**src/rtl/ngll_pkg.sv**
```systemverilog
package ngll_pkg;

    // one byte of the sentence with its end marker
    typedef struct packed {
        logic [7:0] char_in;
        logic       end_of_sentence;
    } in_t;

    // one parsed position report
    typedef struct packed {
        logic        header_match;
        logic [33:0] lat_scaled;
        logic [33:0] lon_scaled;
        logic [7:0]  lat_hemisphere;
        logic [7:0]  lon_hemisphere;
        logic [23:0] time_digits;
    } out_t;

    // field limits
    localparam logic [3:0] FIELD_CHARS     = 4'd10;
    localparam logic [2:0] FRACTION_DIGITS = 3'd5;
    localparam logic [2:0] SCALE_EXP       = 3'd5;
    localparam logic [3:0] HEADER_LEN      = 4'd6;
    localparam logic [3:0] TIME_CHARS      = 4'd6;

    // number range
    localparam logic [33:0] NUM_MAX       = 34'd9999999999;
    localparam logic [33:0] NUM_MAX_DIV10 = 34'd999999999;

    // "$GPGLL"
    localparam logic [47:0] HEADER_GLL = 48'h244750474C4C;

    // ascii codes
    localparam logic [7:0] CHAR_COMMA = 8'h2C;
    localparam logic [7:0] CHAR_POINT = 8'h2E;
    localparam logic [7:0] CHAR_ZERO  = 8'h30;
    localparam logic [7:0] CHAR_NINE  = 8'h39;

    // field numbers within the sentence
    localparam logic [2:0] FIELD_HEADER = 3'd0;
    localparam logic [2:0] FIELD_LAT    = 3'd1;
    localparam logic [2:0] FIELD_NS     = 3'd2;
    localparam logic [2:0] FIELD_LON    = 3'd3;
    localparam logic [2:0] FIELD_EW     = 3'd4;
    localparam logic [2:0] FIELD_TIME   = 3'd5;
    localparam logic [2:0] FIELD_LAST   = 3'd7;

    // field close request from the lexer
    typedef struct packed {
        logic        valid;
        logic        write;
        logic [2:0]  field;
        logic [33:0] accum;
        logic [33:0] accum_div10;
        logic [2:0]  frac_count;
        logic [3:0]  char_pos;
        logic        emit;
        logic        header_match;
    } close_req_t;

    // scaled close request to the store stage
    typedef struct packed {
        logic        valid;
        logic        write;
        logic [2:0]  field;
        logic [50:0] product;
        logic        use_div;
        logic [33:0] accum_div10;
        logic [7:0]  letter;
        logic [23:0] time_val;
        logic        emit;
        logic        header_match;
    } scale_req_t;

    // powers of ten for the decimal scaling
    function automatic logic [16:0] pow10(input logic [2:0] k);
        logic [16:0] p;
        case (k)
            3'd0:    p = 17'd1;
            3'd1:    p = 17'd10;
            3'd2:    p = 17'd100;
            3'd3:    p = 17'd1000;
            3'd4:    p = 17'd10000;
            3'd5:    p = 17'd100000;
            default: p = 17'd1;
        endcase
        return p;
    endfunction

endpackage

```
**src/rtl/nmea_gll_sentence_parser.sv**
```systemverilog
// Parses NMEA GLL sentences fed one byte per request on the s_ channel, the
// last byte flagged by end_of_sentence. Field 0 must read exactly "$GPGLL";
// otherwise header_match is 0 and the stored position is left alone.
// Latitude and longitude are reported as the field value divided by 100 in
// units of 1e-7, saturating at 9999999999; hemisphere letters and the six
// hhmmss time digits (packed BCD) are kept alongside. Stored values persist
// from sentence to sentence. One byte is taken every clock cycle unless the
// pipeline holds; a result request appears on the m_ channel once its last
// byte has passed the four-register pipeline (input, field parse, decimal
// scaling multiply, store and output). While a result waits on m_ready the
// whole pipeline holds.
module nmea_gll_sentence_parser #(
    parameter logic [3:0] FIELD_CHARS     = ngll_pkg::FIELD_CHARS,
    parameter logic [2:0] FRACTION_DIGITS = ngll_pkg::FRACTION_DIGITS
) (
    input  logic           aclk,
    input  logic           aresetn,
    input  logic           s_valid,
    output logic           s_ready,
    input  ngll_pkg::in_t  s_payload,
    output logic           m_valid,
    input  logic           m_ready,
    output ngll_pkg::out_t m_payload
);

    logic                 en;
    ngll_pkg::close_req_t close_req;
    ngll_pkg::scale_req_t scale_req;

    // pipeline advances unless a result is held back
    assign en      = !m_valid || m_ready;
    assign s_ready = en;

    ngll_lexer #(
        .FIELD_CHARS     (FIELD_CHARS),
        .FRACTION_DIGITS (FRACTION_DIGITS)
    ) u_lexer (
        .aclk      (aclk),
        .aresetn   (aresetn),
        .en        (en),
        .s_valid   (s_valid),
        .s_payload (s_payload),
        .close_req (close_req)
    );

    ngll_scaler u_scaler (
        .aclk      (aclk),
        .aresetn   (aresetn),
        .en        (en),
        .close_req (close_req),
        .scale_req (scale_req)
    );

    ngll_store u_store (
        .aclk      (aclk),
        .aresetn   (aresetn),
        .en        (en),
        .scale_req (scale_req),
        .m_valid   (m_valid),
        .m_payload (m_payload)
    );

endmodule

```
**src/rtl/ngll_lexer.sv**
```systemverilog
module ngll_lexer #(
    parameter logic [3:0] FIELD_CHARS     = ngll_pkg::FIELD_CHARS,
    parameter logic [2:0] FRACTION_DIGITS = ngll_pkg::FRACTION_DIGITS
) (
    input  logic                aclk,
    input  logic                aresetn,
    input  logic                en,
    input  logic                s_valid,
    input  ngll_pkg::in_t       s_payload,
    output ngll_pkg::close_req_t close_req
);

    logic                 in_valid_reg;
    ngll_pkg::in_t        in_data_reg;

    logic [2:0]           field_reg,  field_next;
    logic [3:0]           cpos_reg,   cpos_next;
    logic [47:0]          hdr_reg,    hdr_next;
    logic                 hfail_reg,  hfail_next;
    logic [33:0]          acc_reg,    acc_next;
    logic [33:0]          div10_reg,  div10_next;
    logic [2:0]           frac_reg,   frac_next;
    logic                 point_reg,  point_next;
    logic                 stop_reg,   stop_next;
    ngll_pkg::close_req_t req_reg,    req_next;

    logic [7:0]  c;
    logic        last;
    logic        is_comma;
    logic        is_digit;
    logic        do_close;
    logic        hdr_bad;
    logic        hfail_after;
    logic [7:0]  digit_code;
    logic [33:0] acc_mac;
    logic [33:0] acc_div;
    logic [3:0]  t_cpos;
    logic [47:0] t_hdr;
    logic [33:0] t_acc;
    logic [33:0] t_div10;
    logic [2:0]  t_frac;
    logic        t_point;
    logic        t_stop;

    // per byte parse: take the byte, then close the field on comma or end
    always_comb begin
        c          = in_data_reg.char_in;
        last       = in_data_reg.end_of_sentence;
        is_comma   = (c == ngll_pkg::CHAR_COMMA);
        is_digit   = (c >= ngll_pkg::CHAR_ZERO) && (c <= ngll_pkg::CHAR_NINE);
        digit_code = c - ngll_pkg::CHAR_ZERO;

        // saturating multiply-by-ten accumulate
        if (acc_reg > ngll_pkg::NUM_MAX_DIV10) begin
            acc_mac = ngll_pkg::NUM_MAX;
            acc_div = ngll_pkg::NUM_MAX_DIV10;
        end else begin
            acc_mac = (acc_reg << 3) + (acc_reg << 1) + {30'd0, digit_code[3:0]};
            acc_div = acc_reg;
        end

        t_cpos  = cpos_reg;
        t_hdr   = hdr_reg;
        t_acc   = acc_reg;
        t_div10 = div10_reg;
        t_frac  = frac_reg;
        t_point = point_reg;
        t_stop  = stop_reg;

        // take a byte that is not a separator
        if (!is_comma && (cpos_reg < FIELD_CHARS)) begin
            t_cpos = cpos_reg + 4'd1;
            if (field_reg == ngll_pkg::FIELD_HEADER) begin
                if (cpos_reg < ngll_pkg::HEADER_LEN) begin
                    t_hdr = {hdr_reg[39:0], c};
                end
            end else if (!hfail_reg) begin
                if ((field_reg == ngll_pkg::FIELD_LAT) ||
                    (field_reg == ngll_pkg::FIELD_LON)) begin
                    if (!stop_reg) begin
                        if (is_digit) begin
                            if (!point_reg) begin
                                t_acc   = acc_mac;
                                t_div10 = acc_div;
                            end else if (frac_reg < FRACTION_DIGITS) begin
                                t_acc   = acc_mac;
                                t_div10 = acc_div;
                                t_frac  = frac_reg + 3'd1;
                            end
                        end else if ((c == ngll_pkg::CHAR_POINT) && !point_reg) begin
                            t_point = 1'b1;
                        end else begin
                            t_stop = 1'b1;
                        end
                    end
                end else if ((field_reg == ngll_pkg::FIELD_NS) ||
                             (field_reg == ngll_pkg::FIELD_EW)) begin
                    if (cpos_reg == 4'd0) begin
                        t_acc = {26'd0, c};
                    end
                end else if (field_reg == ngll_pkg::FIELD_TIME) begin
                    if (cpos_reg < ngll_pkg::TIME_CHARS) begin
                        t_acc = {10'd0, acc_reg[19:0], c[3:0]};
                    end
                end
            end
        end

        // field close and end of sentence
        do_close    = is_comma || last;
        hdr_bad     = (t_cpos != ngll_pkg::HEADER_LEN) || (t_hdr != ngll_pkg::HEADER_GLL);
        hfail_after = hfail_reg ||
                      (do_close && (field_reg == ngll_pkg::FIELD_HEADER) && hdr_bad);

        field_next = field_reg;
        cpos_next  = t_cpos;
        hdr_next   = t_hdr;
        hfail_next = hfail_after;
        acc_next   = t_acc;
        div10_next = t_div10;
        frac_next  = t_frac;
        point_next = t_point;
        stop_next  = t_stop;

        if (do_close) begin
            if (field_reg != ngll_pkg::FIELD_LAST) begin
                field_next = field_reg + 3'd1;
            end
            cpos_next  = 4'd0;
            acc_next   = 34'd0;
            div10_next = 34'd0;
            frac_next  = 3'd0;
            point_next = 1'b0;
            stop_next  = 1'b0;
        end
        if (last) begin
            field_next = ngll_pkg::FIELD_HEADER;
            hdr_next   = 48'd0;
            hfail_next = 1'b0;
        end

        // request to the scaling stage
        req_next.valid        = in_valid_reg && do_close;
        req_next.write        = !hfail_reg && (field_reg != ngll_pkg::FIELD_HEADER) &&
                                (field_reg <= ngll_pkg::FIELD_TIME);
        req_next.field        = field_reg;
        req_next.accum        = t_acc;
        req_next.accum_div10  = t_div10;
        req_next.frac_count   = t_frac;
        req_next.char_pos     = t_cpos;
        req_next.emit         = last;
        req_next.header_match = !hfail_after;
    end

    // input register, parse state and close request
    always_ff @(posedge aclk) begin
        if (!aresetn) begin
            in_valid_reg <= 1'b0;
            field_reg    <= 3'd0;
            cpos_reg     <= 4'd0;
            hdr_reg      <= 48'd0;
            hfail_reg    <= 1'b0;
            acc_reg      <= 34'd0;
            div10_reg    <= 34'd0;
            frac_reg     <= 3'd0;
            point_reg    <= 1'b0;
            stop_reg     <= 1'b0;
            req_reg      <= '0;
        end else if (en) begin
            in_valid_reg <= s_valid;
            in_data_reg  <= s_payload;
            req_reg      <= req_next;
            if (in_valid_reg) begin
                field_reg <= field_next;
                cpos_reg  <= cpos_next;
                hdr_reg   <= hdr_next;
                hfail_reg <= hfail_next;
                acc_reg   <= acc_next;
                div10_reg <= div10_next;
                frac_reg  <= frac_next;
                point_reg <= point_next;
                stop_reg  <= stop_next;
            end
        end
    end

    assign close_req = req_reg;

endmodule

```
**src/rtl/ngll_scaler.sv**
```systemverilog
module ngll_scaler (
    input  logic                 aclk,
    input  logic                 aresetn,
    input  logic                 en,
    input  ngll_pkg::close_req_t close_req,
    output ngll_pkg::scale_req_t scale_req
);

    ngll_pkg::scale_req_t req_reg, req_next;

    logic [16:0] factor;
    logic [2:0]  time_n;
    logic [2:0]  time_pad;

    // decimal scaling product and time digit alignment
    always_comb begin
        factor   = ngll_pkg::pow10(ngll_pkg::SCALE_EXP - close_req.frac_count);
        time_n   = (close_req.char_pos < ngll_pkg::TIME_CHARS) ?
                   close_req.char_pos[2:0] : ngll_pkg::TIME_CHARS[2:0];
        time_pad = ngll_pkg::TIME_CHARS[2:0] - time_n;

        req_next.valid        = close_req.valid;
        req_next.write        = close_req.write;
        req_next.field        = close_req.field;
        req_next.product      = 51'(close_req.accum) * 51'(factor);
        req_next.use_div      = close_req.frac_count > ngll_pkg::SCALE_EXP;
        req_next.accum_div10  = close_req.accum_div10;
        req_next.letter       = close_req.accum[7:0];
        req_next.time_val     = close_req.accum[23:0] << {time_pad, 2'b00};
        req_next.emit         = close_req.emit;
        req_next.header_match = close_req.header_match;
    end

    always_ff @(posedge aclk) begin
        if (!aresetn) begin
            req_reg <= '0;
        end else if (en) begin
            req_reg <= req_next;
        end
    end

    assign scale_req = req_reg;

endmodule

```
**src/rtl/ngll_store.sv**
```systemverilog
module ngll_store (
    input  logic                 aclk,
    input  logic                 aresetn,
    input  logic                 en,
    input  ngll_pkg::scale_req_t scale_req,
    output logic                 m_valid,
    output ngll_pkg::out_t       m_payload
);

    logic [33:0]    lat_reg,  lat_next;
    logic [33:0]    lon_reg,  lon_next;
    logic [7:0]     ns_reg,   ns_next;
    logic [7:0]     ew_reg,   ew_next;
    logic [23:0]    time_reg, time_next;
    logic           out_valid_reg;
    ngll_pkg::out_t out_data_reg, out_data_next;

    logic [33:0] scaled;

    // saturate the scaled number and update the field stores
    always_comb begin
        if (scale_req.use_div) begin
            scaled = scale_req.accum_div10;
        end else if (scale_req.product > 51'(ngll_pkg::NUM_MAX)) begin
            scaled = ngll_pkg::NUM_MAX;
        end else begin
            scaled = scale_req.product[33:0];
        end

        lat_next  = lat_reg;
        lon_next  = lon_reg;
        ns_next   = ns_reg;
        ew_next   = ew_reg;
        time_next = time_reg;
        if (scale_req.valid && scale_req.write) begin
            case (scale_req.field)
                ngll_pkg::FIELD_LAT:  lat_next  = scaled;
                ngll_pkg::FIELD_NS:   ns_next   = scale_req.letter;
                ngll_pkg::FIELD_LON:  lon_next  = scaled;
                ngll_pkg::FIELD_EW:   ew_next   = scale_req.letter;
                ngll_pkg::FIELD_TIME: time_next = scale_req.time_val;
                default: ;
            endcase
        end

        out_data_next.header_match   = scale_req.header_match;
        out_data_next.lat_scaled     = lat_next;
        out_data_next.lon_scaled     = lon_next;
        out_data_next.lat_hemisphere = ns_next;
        out_data_next.lon_hemisphere = ew_next;
        out_data_next.time_digits    = time_next;
    end

    always_ff @(posedge aclk) begin
        if (!aresetn) begin
            lat_reg       <= 34'd0;
            lon_reg       <= 34'd0;
            ns_reg        <= 8'd0;
            ew_reg        <= 8'd0;
            time_reg      <= 24'd0;
            out_valid_reg <= 1'b0;
        end else if (en) begin
            lat_reg       <= lat_next;
            lon_reg       <= lon_next;
            ns_reg        <= ns_next;
            ew_reg        <= ew_next;
            time_reg      <= time_next;
            out_valid_reg <= scale_req.valid && scale_req.emit;
            out_data_reg  <= out_data_next;
        end
    end

    assign m_valid   = out_valid_reg;
    assign m_payload = out_data_reg;

endmodule
```
**config.mk**
```make
export PLATFORM = sky130hd
export DESIGN_NAME = nmea_gll_sentence_parser
export DESIGN_NICKNAME = d
export VERILOG_FILES = /design/src/rtl/ngll_pkg.sv /design/src/rtl/nmea_gll_sentence_parser.sv /design/src/rtl/ngll_lexer.sv /design/src/rtl/ngll_scaler.sv /design/src/rtl/ngll_store.sv
export SDC_FILE = /design/constraint.sdc
export NUM_CORES = 2
export LEC_CHECK = 0
export BUFFER_PORTS_ARGS = -buffer_cell sky130_fd_sc_hd__buf_4
export CAP_MARGIN = 40
export CELL_PAD_IN_SITES_DETAIL_PLACEMENT = 0
export CELL_PAD_IN_SITES_GLOBAL_PLACEMENT = 2
export CORE_MARGIN = 2
export CORE_UTILIZATION = 43
export CTS_CLUSTER_SIZE = 8
export DETAILED_ROUTE_END_ITERATION = 6
export PLACE_DENSITY = 0.9
export SYNTH_ARGS = -nofsm -noshare
export SYNTH_HDL_FRONTEND = slang
export SYNTH_SLANG_ARGS = --single-unit
```
**constraint.sdc**
```tcl
create_clock -name aclk -period 19.2 [get_ports aclk]
set_input_delay 5.76 -clock aclk [delete_from_list [all_inputs] [get_ports aclk]]
set_output_delay 5.76 -clock aclk [all_outputs]
set_load 0.02 [all_outputs]
```
Word-level counts from Yosys, hierarchy flattened

Cells that the tools add are included.

Register bits: 564
Input port bits: 13
Output and inout port bits: 111
Logic and storage cells: 194

Add/sub/neg operators: 8
Multipliers: 1
Order comparisons: 10
Eq/ne operators: 24
Shift operators: 1
Multiplexer cells: 73
Reduce and logical (&&, ||, !) cells: 34

Operators with widths:

| kind                                                                              | number |
|---|---|
| 34-bit two-way mux                                                                | 30 |
| 48-bit two-way mux                                                                | 4 |
| 17-bit case mux with 5 select lines                                               | 1 |
| 51-bit by 34-bit > comparator with 1-bit output (second input constant)           | 1 |
| 34-bit by 17-bit multiplier with 51-bit output                                    | 1 |
| 24-bit two-way mux                                                                | 2 |
| 48-bit by 46-bit inequality test with 1-bit output (second input constant)        | 1 |
| 3-bit two-way mux                                                                 | 13 |
| 34-bit adder                                                                      | 1 |
| 34-bit by 4-bit adder with 34-bit output                                          | 1 |
| 34-bit by 30-bit > comparator with 1-bit output (second input constant)           | 1 |
| 8-bit two-way mux                                                                 | 4 |
| 24-bit by 5-bit << shifter with 24-bit output                                     | 1 |
| 3-bit by 2-bit == test with 1-bit output (second input constant)                  | 6 |
| 3-bit == test (second input constant)                                             | 6 |
| 1-bit two-way mux                                                                 | 17 |
| 8-bit by 6-bit == test with 1-bit output (second input constant)                  | 2 |
| 1-bit logical AND                                                                 | 10 |
| 2-bit nonzero test                                                                | 5 |
| 3-bit by 1-bit == test with 1-bit output (second input constant)                  | 3 |
| 9-bit AND reduction                                                               | 1 |
| 8-bit by 6-bit >= comparator with 1-bit output (second input constant)            | 1 |
| 8-bit by 6-bit less-or-equal comparator with 1-bit output (second input constant) | 1 |
| 4-bit by 3-bit < comparator with 1-bit output (second input constant)             | 2 |
| other kinds (21)                                                                  | 36 |

Longest topological paths before layout

Depth in word-level cells: 12
Gate-level depth with buffers: 31
Mapped depth without buffers: 27

Cells and area by module

From an unflattened synthesis, not the netlist that was laid out.

Cells, all modules: 4971
Area, all modules: 43698.2 sq um

By module, submodules not included:

| module                   | times used | cells each | area an instance (sq um) | sequential area each (sq um) |
|---|---|---|---|---|
| ngll_scaler              | 1          | 2480       | 21378.0                  | 2502.4 |
| ngll_lexer               | 1          | 1476       | 12369.4                  | 4514.3 |
| ngll_store               | 1          | 1014       | 9944.5                   | 5455.2 |
| nmea_gll_sentence_parser | 1          | 1          | 6.3                      | 0.0 |

Worst setup path after synthesis

Ideal clock, no wire load.

Path kind: in2out
Start point: in m_ready
End point: out s_ready
Arrival: 6.879 ns
Data required time: 13.440 ns
Setup slack: 6.561 ns
Cell stages on the path: 5
Buffers on the path: 3
Cell sequence: nor2b_1 -> inv_1 -> clkbuf_1 -> clkbuf_1 -> clkbuf_1

Longest elaborated chain between the ends: 1

RTL lines:

| item             | RTL line                       | RTL |
|---|---|---|
| start, declared  | nmea_gll_sentence_parser.sv:22 | `input logic m_ready,` |
| 1-bit logical OR | nmea_gll_sentence_parser.sv:31 | `assign en = !m_valid \|\| m_ready;` |
| end, declared    | nmea_gll_sentence_parser.sv:19 | `output logic s_ready,` |

Every way passes these cells.

Worst setup path in the final report

Same ends and word-level chain as after synthesis.

==> results.md <==
* Simple-gate portion of the synthesized area at between 10% and 20%
* Relative slew slack at 39.06%
* Synthesis Warnings at 0
* Post-Syn Instances at 4692
* Synth top cells by count: nand2_1 (726), inv_1 (586), dfxtp_1 (446)
* Outcome: completed
* Async SR Flop Fraction at 0%
* Placed cell area at 43050 sq um
* Area share of the leading cell type in the synthesized netlist at 21.77%
* Critical-path top delay cell: nor2b_4
* Die area at 97870 sq um
* Finished Cell Area at 45400 sq um
* Max reg flops at approximately 130
* CP Buf/Inv Count at 3
* Die span in y at 312.8 um
* FP Rows at 113
* Routability congestion estimate at roughly 0.87
* Part of the power in registers at 45.5%
* Total power at 0.002721 W
* Synth area leader: dfxtp_1
* Top FF cell, synth: dfxtp_1
* # diodes at 0
* Overflow after GRT at 0
* Sequential area share after synthesis at 30.41%
* Worst Setup Start Kind: input pin
* Clk_skew at 0.04966 ns
* Mux contribution to synthesized area at 1.812%
* Synth Register Bits at ~560
* Core Util, Final at a little under half
* Arr. time, crit path at 6.71 ns
* Clock power frac at 48.8%
* Clk sinks at 564
* Sw frac at 23.85%
* Die width at 312.8 um
* Total negative slack at 0 ns
* Fmax at 0.08021 GHz
* CP cell instances: buf_4 -> nor2b_4 -> inv_6 -> buf_4
* Synth Area in Compound Gates at 14.99%
* CP startpoint: m_ready
* Delay of the slowest cell on the worst path at 0.57 ns
* Resized cells post-CTS at 0
* Insertion delay of the later-clocked pin in the worst-skew pair at 0.65 ns
* Final setup violation count at 0
* Top-count cell post-synth: nand2_1
* Adder-Cell Fraction of Synth Area at roughly a quarter
* Hold Fails Final Rpt at 0
* Hold Path Class: flop to flop
* Crit path max fanout at 21
* Post-DP HPWL at 85040 um
* Port bufs at 123
* CP top delay family: simple AND/OR/NAND/NOR gates
* Comb power frac at 5.7%
* WL/cell at 19.29 um
* Remaining DRCs at 0
* 1st-iter DRT viols at 2448
* Max Slew Vio Count at 0
* Initial antenna violation count at 0
* Crit. End Element: output pin
* Core ar. at 94730 sq um
* Post-synth cell types at between 80 and 90
* Xor/xnor share of the synthesized area at 1.687%
* NumNets Final at 5328
* Worst R2R Start: u_lexer.close_req[8]$_SDFFE_PN0N_
* Initial core utilization at 43.30%
* Mapped Area at 41010 sq um
* Most frequent CP cell: buf_4
* Storage element area at roughly 12000 sq um
* Crit share post-route at roughly 65%
* TritonRoute pass-1 iters at 6
* Worst setup path category: input pin to output pin
* Reg clk slew, reported paths at about 0.050 ns
* CTS Buf Count at slightly above 80
* Max clock buf depth at 3
* Post-route ant nets at 0
* Share of post-route cells with drive strength above 1 at roughly 9%
* Vias in the first global route at 31295
* Post-synth EDFFs at 118
* Maximum vdd drop at approximately 0.000072 V
* Unrepaired setup endpoints after global routing: no
* P_sw at approximately 0.00065 W
* Max-cap violation count at 0
* Via density at 5.338
* Syn-to-layout area delta at 10.71%
* First-pass GRT wire length at approximately 180000 um
* Avg Inst Size Synth at 8.741 sq um
* # H-tree levels at 3
* Leakage at 20.52 nW
* Largest family of logic cells by synthesized area: adder cells
* Worst slew pin tran at 0.9129 ns
* Total Wirelength at 115300 um
* IO Pins at roughly 120
* WP data required at 13.44 ns
* Total Routing Usage GR at between 20% and 30%
* Hold_sp: u_scaler.scale_req[0]$_SDFFE_PN0N_
* Pint at 0.002072 W
* # fillers at 9226
* Area contributors post-synth: dfxtp_1 (22%), fa_1 (18%), edfxtp_1 (8.6%), ha_1 (8.0%), nand2_1 (6.6%)
* Largest net degree at the start of global routing at approximately 170
* Min cycle time layout at between 10 and 15 ns
* Clk root buf: clkbuf_16
* Pwr dens at 59.92 nW/um^2
* Multi-input logic area at 25300 sq um
* Post-CTS setup buffers at 0
* Vias post-DR at about 32000
* Syn nets at around 5300
* CTS tree: built
* Post-CTS Hold Buffers at 0
==> layout by cell type (no fill, tap or decap), types with 31 or more instances in the layout <==
cell / n
a21oi_1: 306
nand2_1: 725
xnor2_1: 44
nor2_1: 345
and2_1: 117
and3_1: 71
clkbuf_1: 31
a211oi_1: 45
nor3_1: 60
xor2_1: 35
buf_4: 174
nand3_1: 37
a21o_1: 56
a22oi_1: 119
dfxtp_1: 446
clkbuf_16: 81
edfxtp_1: 118
fa_1: 378
mux2_2: 50
or2_2: 38
inv_1: 583
ha_1: 263
o21ai_0: 234
==> logic make-up after synthesis <==
kind of cell	Yosys count
AO/OA/AOI/OAI	957
flip-flops	564
adder cells (fa/ha/maj)	641
XOR/XNOR	79
buffers and inverters	871
AND/OR/NAND/NOR	1512
multiplexers	68
==> power by group through the flow <==
| stage | Combinational [W] | Clock (W) | Sequential [W] |
|---|---|---|---|
| after floorplan | 0.0000971 | 0 | 0.00127 |
| after global placement | 0.000153 | 0 | 0.00126 |
| after detailed placement | 0.000156 | 0 | 0.00126 |
| after CTS | 0.000156 | 0.00135 | 0.00124 |
| after global routing | 0.000170 | 0.00140 | 0.00124 |
| final | 0.000155 | 0.00133 | 0.00124 |
==> layer usage <==
metal | wire (um) | GRT usage (%) | share of wire [%] | vias up
li1 | - | - | - | 15434
met1 | 54900 | 34.86 | 48 | 15457
met2 | 50660 | 36.01 | 44 | 887
met3 | 7806 | 4.016 | 6.8 | 134
met4 | 1926 | 4.719 | 1.7 | 0
met5 | 0 | 0 | 0 | -
==> worst register-to-register path: stages (launching register included) <==
cell      delay (ns)
dfxtp_1         0.32
ha_1            0.27
buf_4           0.38
and2_1          0.53
mux2_2          0.25
buf_4           0.42
or2_2           0.80
nand2_1         0.19
fa_1            0.55
inv_1           0.04
ha_1            0.29
fa_1            0.63
fa_1            0.46
fa_1            0.50
inv_1           0.05
fa_1            0.59
inv_1           0.07
ha_1            0.35
a21o_1          0.20
a21o_1          0.17
a21oi_1         0.20
nand2_1         0.13
o31ai_1         0.47
a311oi_1        0.20
or4_1           0.49
nand3_1         0.11
a21oi_1         0.07
==> layout make-up <==
cell class	count	area share, %
flip-flops and latches	564	27.47
well taps	1265	3.486
multi-input cells	3257	55.73
clock inverters	9	0.4354
inverters	587	4.891
repair buffers	183	3.238
clock buffers	113	4.751
==> per-stage QoR <==
step	hold WS (ns)	std cells	setup slack [ns]
4_1_cts	0.4317	5978	6.708
2_1_floorplan	0.4081	4692	6.561
6_report	0.4269	5978	6.732
3_3_place_gp	0.4249	5847	6.720
5_1_grt	0.4498	5978	6.661
3_5_place_dp	0.4200	5856	6.710
==> path summary, 6_finish.rpt <==
kind              cells past startpoint                                   end  slack (ns)
setup / recovery                      4                               s_ready        6.73
hold / removal                        0      u_store.m_payload[108]$_DFFE_PP_        0.43
setup reg to reg                     26  u_scaler.scale_req[117]$_SDFFE_PN0N_       10.35
hold reg to reg                       0      u_store.m_payload[108]$_DFFE_PP_        0.43
No activity file was read; power rests on OpenSTA's default activity.
